File: src/design/piaw_pkg.sv
// types and constants shared by the pi controller with clamping anti-windup
// no dependencies; imported by piaw_ctrl, piaw_datapath and the top level
package piaw_pkg;

    localparam int DATA_W    = 32;
    localparam int GAIN_W    = 31;
    localparam int CFG_IDX_W = 3;

    // configuration register indexes
    localparam logic [CFG_IDX_W-1:0] CFG_PROP_GAIN     = 3'd0;
    localparam logic [CFG_IDX_W-1:0] CFG_INTEG_GAIN    = 3'd1;
    localparam logic [CFG_IDX_W-1:0] CFG_SAMPLE_PERIOD = 3'd2;
    localparam logic [CFG_IDX_W-1:0] CFG_UPPER_BOUND   = 3'd3;
    localparam logic [CFG_IDX_W-1:0] CFG_LOWER_BOUND   = 3'd4;

    // register reset values
    localparam logic [GAIN_W-1:0]        PROP_GAIN_RST     = 31'd65536;
    localparam logic [GAIN_W-1:0]        INTEG_GAIN_RST    = 31'd0;
    localparam logic [DATA_W-1:0]        SAMPLE_PERIOD_RST = 32'd429497;
    localparam logic signed [DATA_W-1:0] UPPER_BOUND_RST   = 32'sd655360;
    localparam logic signed [DATA_W-1:0] LOWER_BOUND_RST   = -32'sd655360;

    typedef enum logic [2:0] {
        ST_IDLE,
        ST_P,
        ST_I,
        ST_HI,
        ST_LO,
        ST_ADD,
        ST_COMMIT
    } state_t;

    typedef enum logic [2:0] {
        STEP_NONE,
        STEP_LOAD,
        STEP_P,
        STEP_I,
        STEP_HI,
        STEP_LO,
        STEP_ADD,
        STEP_COMMIT
    } step_t;

    typedef struct packed {
        step_t step;
    } dp_cmd_t;

    typedef struct packed {
        logic out_free;
    } dp_status_t;

endpackage

File: src/design/piaw_ctrl.sv
// sequencer for the pi controller: walks one sample through the shared datapath
// depends on piaw_pkg
module piaw_ctrl (
    input  logic                 aclk,
    input  logic                 aresetn,
    input  logic                 s_valid,
    output logic                 s_ready,
    output piaw_pkg::dp_cmd_t    cmd,
    input  piaw_pkg::dp_status_t status
);
    import piaw_pkg::*;

    state_t state_reg;
    state_t state_next;

    always_ff @(posedge aclk) begin
        if (!aresetn) begin
            state_reg <= ST_IDLE;
        end else begin
            state_reg <= state_next;
        end
    end

    always_comb begin
        state_next = state_reg;
        s_ready    = 1'b0;
        cmd.step   = STEP_NONE;
        case (state_reg)
            ST_IDLE: begin
                s_ready = 1'b1;
                if (s_valid) begin
                    cmd.step   = STEP_LOAD;
                    state_next = ST_P;
                end
            end
            ST_P: begin
                cmd.step   = STEP_P;
                state_next = ST_I;
            end
            ST_I: begin
                cmd.step   = STEP_I;
                state_next = ST_HI;
            end
            ST_HI: begin
                cmd.step   = STEP_HI;
                state_next = ST_LO;
            end
            ST_LO: begin
                cmd.step   = STEP_LO;
                state_next = ST_ADD;
            end
            ST_ADD: begin
                cmd.step   = STEP_ADD;
                state_next = ST_COMMIT;
            end
            ST_COMMIT: begin
                // hold until the output register can take the beat
                if (status.out_free) begin
                    cmd.step   = STEP_COMMIT;
                    state_next = ST_IDLE;
                end
            end
            default: begin
                state_next = ST_IDLE;
            end
        endcase
    end

endmodule

File: config.mk
export PLATFORM = sky130hd
export DESIGN_NAME = piaw_ctrl
export DESIGN_NICKNAME = d
export VERILOG_FILES = /design/src/design/piaw_pkg.sv /design/src/design/piaw_ctrl.sv
export SDC_FILE = /design/constraint.sdc
export NUM_CORES = 1
export LEC_CHECK = 0
export ABC_CLOCK_PERIOD_IN_PS = 1250
export BUFFER_PORTS_ARGS = -buffer_cell sky130_fd_sc_hd__buf_2
export CORE_AREA = 2 2 39 41
export CTS_CLUSTER_DIAMETER = 50
export CTS_CLUSTER_SIZE = 12
export DETAILED_ROUTE_END_ITERATION = 10
export DIE_AREA = 0 0 41 43
export REMOVE_ABC_BUFFERS = 1
export SKIP_LAST_GASP = 1
export SLEW_MARGIN = 25
export SYNTH_ARGS = -nofsm -noshare
export SYNTH_HDL_FRONTEND = slang
export SYNTH_SLANG_ARGS = --single-unit
File: constraint.sdc
create_clock -name aclk -period 1.25 [get_ports aclk]
set_input_delay 0.25 -clock aclk [delete_from_list [all_inputs] [get_ports aclk]]
set_output_delay 0.25 -clock aclk [all_outputs]
set_load 0.02 [all_outputs]
==> out/results.tsv, run 1 <==
metric	value	unit
die_h	43	um
slew_headroom	0.9077	
die_w	41	um
tns	-0.08404	ns
drt-initial-drc-count	7	
period_share	1.055	
leakagePower	0.0001276	uW
stdcell_count	50	
synth_flop_cell	dfxtp_1	
gp_congestion	0.6298	
avgSynthCellArea	7.507	um^2
cts_buffers	3	
nets	39	
grt_pass1_vias	196	
grt_overflow	0	
ios	8	
die-area	0.001763	mm^2
worstSetupPathType	reg -> out	
ys_warn_count	0	
grt.total_usage	0.06620	
yosysSeqAreaShare	0.3478	
largest_reg_flops	3	
hold_path_class	in -> reg	
drv_cap	0	
tightest_slew	0.1374	ns
failed_checks	setup timing	
synth.distinct_cells	14	
vias_per_cell	3.940	
cts_buffer_depth	2	
io_buffers	7	
synthToLayoutAreaGrowth	63.04	%
skew	0.001515	ns
wl_per_cell	8.420	um
synth_seq_cells	3	
rsz0062_at_grt	true	
grt_pass1_wl	724	um
clk_latency	0.23	ns
synthArstFlopShare	0	
clock-sinks	3	
dp.cells	46	
period_minus_slack	1.319	ns
cp-start-kind	flop	
drive_gt1_frac	0.4118	
h-tree-depth	1	
fmax	0.7580	GHz
drcViolationCount	0	
clk_pin_slew	0.04	ns
postLayoutCoreUtil	0.2034	
dr.pass1.iters	4	
grt_antenna_before_repair	0	
coreArea	0.001384	mm^2
synth_area_leaders	dfxtp_1, a21o_1, o21a_1	
peakVddDrop	291.3	uV
end_kind	output pin	
critical_path_required	1.00	ns
diodes	0	
synth_edf_count	0	
synth.cell_area	172.7	um^2
ant_nets	0	
synth_top_area_frac	0.3478	
status	finished, violations left	
drt_wl_total	421	um
worst-path-max-fanout	8	
grt_max_degree	9	
timing.final.ws_setup	-0.06933	ns
num_vias	197	
rows	14	
syn_inst	23	
synth_largest_area_cell	dfxtp_1	
p_per_area	1313	mW/mm^2
design_area	281.5	um^2
setup_viol	3	
slew_violations	0	
cts_tree	yes	
ctsHoldBuffers	0	
place_area	227.7	um^2
worstPathArrival	1.07	ns
cts_root_buf	clkbuf_4	
finalHoldViolCount	0	
initial_core_util	0.1248	
[cell usage after synthesis, types with 2 or more instances]
cell / count
nor3_1: 2
o21a_1: 2
nand2b_1: 2
dfxtp_1: 3
nand2_1: 2
a21o_1: 2
nor2_1: 2
o21ai_1: 2
[layer usage]
layer,wire [um],GRT usage
met1,149,0.06090
met2,236,0.09063
met3,34,0.03141
met4,0,0.08000
met5,0,0
[per-stage QoR]
stage	hold WS, ns	setup slack (ns)	power, uW
5_1_grt	0.2751	-0.1228	395.0
4_1_cts	0.2507	-0.05503	378.6
3_3_place_gp	0.4904	0.09428	194.4
6_report	0.2550	-0.06933	369.7
2_1_floorplan	0.3675	0.1414	166.9
3_5_place_dp	0.4947	0.06443	195.3
[power breakdown]
part           internal, uW  switching, uW  leakage, uW
Clock                   119           45.2    0.0000150
Combinational          43.3           46.8    0.0000859
Sequential              103           12.4    0.0000267
[critical path: stages (launching register included)]
cell     delay [ns]
dfxtp_4        0.36
nor3_2         0.16
nor2_1         0.07
o21a_1         0.12
buf_6          0.13
[kinds of logic after synthesis]
| group | synth area share |
|---|---|
| buffers and inverters | 0.02172 |
| AOI/OAI and AO/OA | 0.3043 |
| and+or+nand+nor | 0.3262 |
| DFF | 0.3478 |
[layout make-up]
class                      instances  area, um^2
clock buffer                       4       26.28
fill                             158        1102
inverter                           1       3.754
multi-input combinational         19       113.9
sequential                         3       71.32
tap                               16       20.02
timing repair buffer               7       46.29
[placed cells by master (no fill, tap or decap)]
cell type,instances
o21a_1,2
and3_1,1
buf_4,2
clkbuf_4,3
and2_1,1
dfxtp_4,3
nor3_1,1
buf_6,1
clkbuf_1,1
nor3_2,1
a21boi_1,1
buf_2,4
nor2_1,2
nand2b_1,2
o21ai_1,2
inv_1,1
nand2_1,2
nor2b_1,1
o21ai_0,1
a21o_1,2
[timing repair]
item / CTS / global route
cloned: 0 / 0
pin swaps: 2 / 0
setup buffers: 0 / 0
setup endpoints to repair: 3 / 3
gates resized for setup: 11 / 0
[final timing paths]
check	startpoint	endpoint	slack [ns]	depth (start not counted)
setup / recovery	state_reg[1]$_SDFFE_PN0P_	cmd[0]	-0.07	4
hold / removal	aresetn	state_reg[2]$_SDFFE_PN0P_	0.25	2
setup reg to reg	state_reg[0]$_SDFFE_PN0P_	state_reg[1]$_SDFFE_PN0P_	0.38	3
hold reg to reg	state_reg[0]$_SDFFE_PN0P_	state_reg[1]$_SDFFE_PN0P_	0.55	2
(Power assumes the default switching activity.)
==> run 2: changes to the inputs <==
==> constraint.sdc (replaced) <==
create_clock -name aclk -period 1.25 [get_ports aclk]
set_input_delay 0.1875 -clock aclk [delete_from_list [all_inputs] [get_ports aclk]]
set_output_delay 0.1875 -clock aclk [all_outputs]
set_load 0.02 [all_outputs]
==> out/results.tsv, run 2 (synthesis results as in run 1) <==
metric	value	unit	change
grt_pass1_vias	184		-6.1%
die_h	43	um	unchanged
worstSetupPathType	reg -> out		
p_int	261.6	uW	-1.4%
reg2reg_to	state_reg[1]$_SDFFE_PN0P_		
largest_reg_flops	3		unchanged
swShare	0.2827		about the same
reg2reg_setup_slack	0.38	ns	about the same
clock_power_share	0.451		+0.006
cts_root_buf	clkbuf_4		
min_from	aresetn		
whs_endpoint	state_reg[2]$_SDFFE_PN0P_		
status	finished, violations left		
post_cts_buffers	0		unchanged
critical_path_required	1.06	ns	+0.06 ns
coreArea	0.001384	mm^2	unchanged
clock-sinks	3		unchanged
cp_slowest_cell	dfxtp_4		
cp-start-kind	flop		
synthToLayoutAreaGrowth	59.42	%	
cts_buffer_depth	2		unchanged
p_comb_frac	0.233		-0.011
timing.final.ws_setup	-0.01309	ns	+0.05625 ns
leakagePower	0.0001265	uW	-0.91%
grt.total_usage	0.06219		-0.004012
peakVddDrop	290.7	uV	-0.20%
clk_pin_slew	0.04	ns	about the same
rows	14		unchanged
layout_common_cells	buf_2, clkbuf_4, dfxtp_4		
cts_tree	yes		
multi_input_area	113.9	um^2	unchanged
drv_cap	0		unchanged
total_power	364.6	uW	-1.4%
finalHoldViolCount	0		unchanged
drcViolationCount	0		unchanged
vias_per_cell	3.880		-1.5%
seqPwrFrac	0.316		+0.005
clk_latency	0.23	ns	about the same
hold_depth	2		unchanged
p_per_area	1325	mW/mm^2	+0.85%
ios	8		unchanged
grt_pass1_wl	669	um	-7.6%
grt_overflow	0		unchanged
p_sw	103.1	uW	-1.3%
fmax	0.7917	GHz	+4.5%
die_w	41	um	unchanged
ff_latch_area	71.32	um^2	unchanged
nFillCells	159		+0.63%
layout.cells.most_common	buf_2		
setup_viol	1		-2
grt_antenna_before_repair	0		unchanged
grt_max_degree	9		unchanged
drive_gt1_frac	0.4118		unchanged
ant_nets	0		unchanged
gp_congestion	0.6298		unchanged
reg2regPathDepth	3		unchanged
io_buffers	7		unchanged
reg2reg_from	state_reg[0]$_SDFFE_PN0P_		
dr.pass1.iters	4		unchanged
wl_per_cell	8.240	um	-2.1%
num_vias	194		-1.5%
h-tree-depth	1		unchanged
cts_buffers	3		unchanged
cpPeakStageDelay	0.36	ns	about the same
ctsHoldBuffers	0		unchanged
tightest_slew	0.1369	ns	-0.0005335 ns
period_minus_slack	1.263	ns	-0.05625 ns
worstPathArrival	1.08	ns	about the same
die-area	0.001763	mm^2	unchanged
drt-initial-drc-count	7		unchanged
period_share	1.010		-0.04500
slew_violations	0		unchanged
nets	39		unchanged
failed_checks	setup timing		
worstPathCellList	nor3_2 -> nor2_1 -> o21a_1 -> buf_4		
skew	0.001534	ns	+0.00001952 ns
place_ws	0.1269	ns	+0.06250 ns
slew_headroom	0.9080		about the same
worst-path-max-fanout	8		unchanged
rsz0062_at_grt	true		
hold_path_class	in -> reg		
initial_core_util	0.1248		unchanged
diodes	0		unchanged
end_kind	output pin		
drt_wl_total	412	um	-2.1%
run 2: cell types whose count changed in the layout (fill, tap and decap cells not counted):
cell,change
buf_2,+1
buf_6,-1
run 2: cell type report:
| type | instances | area share |
|---|---|---|
| well taps | 16 | 0.07273 |
| clock buffers | 4 | 0.09545 |
| repair buffers | 7 | 0.1455 |
| flip-flops and latches | 3 | 0.2591 |
| multi-input cells | 19 | 0.4136 |
| inverters | 1 | 0.01364 |
run 2: timing repair:
| item | in CTS | in global routing |
|---|---|---|
| pin swaps | 1 | 1 |
| setup endpoints to repair | 3 | 3 |
| endpoints found under the hold margin | 0 | 0 |
| gates resized for setup | 6 | 3 |
run 2: worst max-delay path by stage:
stage                                         start       to  cells past startpoint
after floorplan           state_reg[2]$_SDFFE_PN0P_  s_ready                      1
after global placement    state_reg[2]$_SDFFE_PN0P_   cmd[0]                      4
after detailed placement  state_reg[2]$_SDFFE_PN0P_   cmd[0]                      4
after CTS                 state_reg[1]$_SDFFE_PN0P_   cmd[0]                      4
after global routing      state_reg[1]$_SDFFE_PN0P_   cmd[0]                      4
final                     state_reg[1]$_SDFFE_PN0P_   cmd[0]                      4
run 2: routing by layer:
| layer | vias to the layer above | track usage | wire length, um |
|---|---|---|---|
| li1 | 101 | - | - |
| met1 | 89 | 0.05449 | 141 |
| met2 | 4 | 0.08438 | 237 |
| met3 | 0 | 0.03141 | 33 |
| met4 | 0 | 0.08000 | 0 |
| met5 | - | 0 | 0 |
run 2: worst max-delay path, delay by kind of cell, from the launching register on:
family          cells  cell delay [ns]
compound gates      1             0.11
flops               1             0.36
simple gates        2             0.23
buf+inv             1             0.15
run 2: metrics by stage:
step	utilization	instances	setup TNS, ns	instance area [um^2]	hold WS, ns
CTS	0.1935	50	-0.006054	267.8	0.1881
finish	0.1989	50	-0.01309	275.3	0.1901
floorplan	-	23	0	172.7	0.3050
global placement	0.1646	46	0	227.7	0.4279
detailed placement	0.1646	46	0	227.7	0.4322
global route	0.1989	50	-0.06116	275.3	0.2126
run 2: power groups by stage:
| stage | Sequential [uW] | Combinational, uW | Clock, uW |
|---|---|---|---|
| 5_1_grt | 118 | 91.8 | 180 |
| 2_1_floorplan | 114 | 52.7 | 0 |
| 3_3_place_gp | 117 | 77.3 | 0 |
| 3_5_place_dp | 117 | 78.7 | 0 |
| 6_report | 115 | 85.1 | 164 |
| 4_1_cts | 116 | 83.2 | 173 |
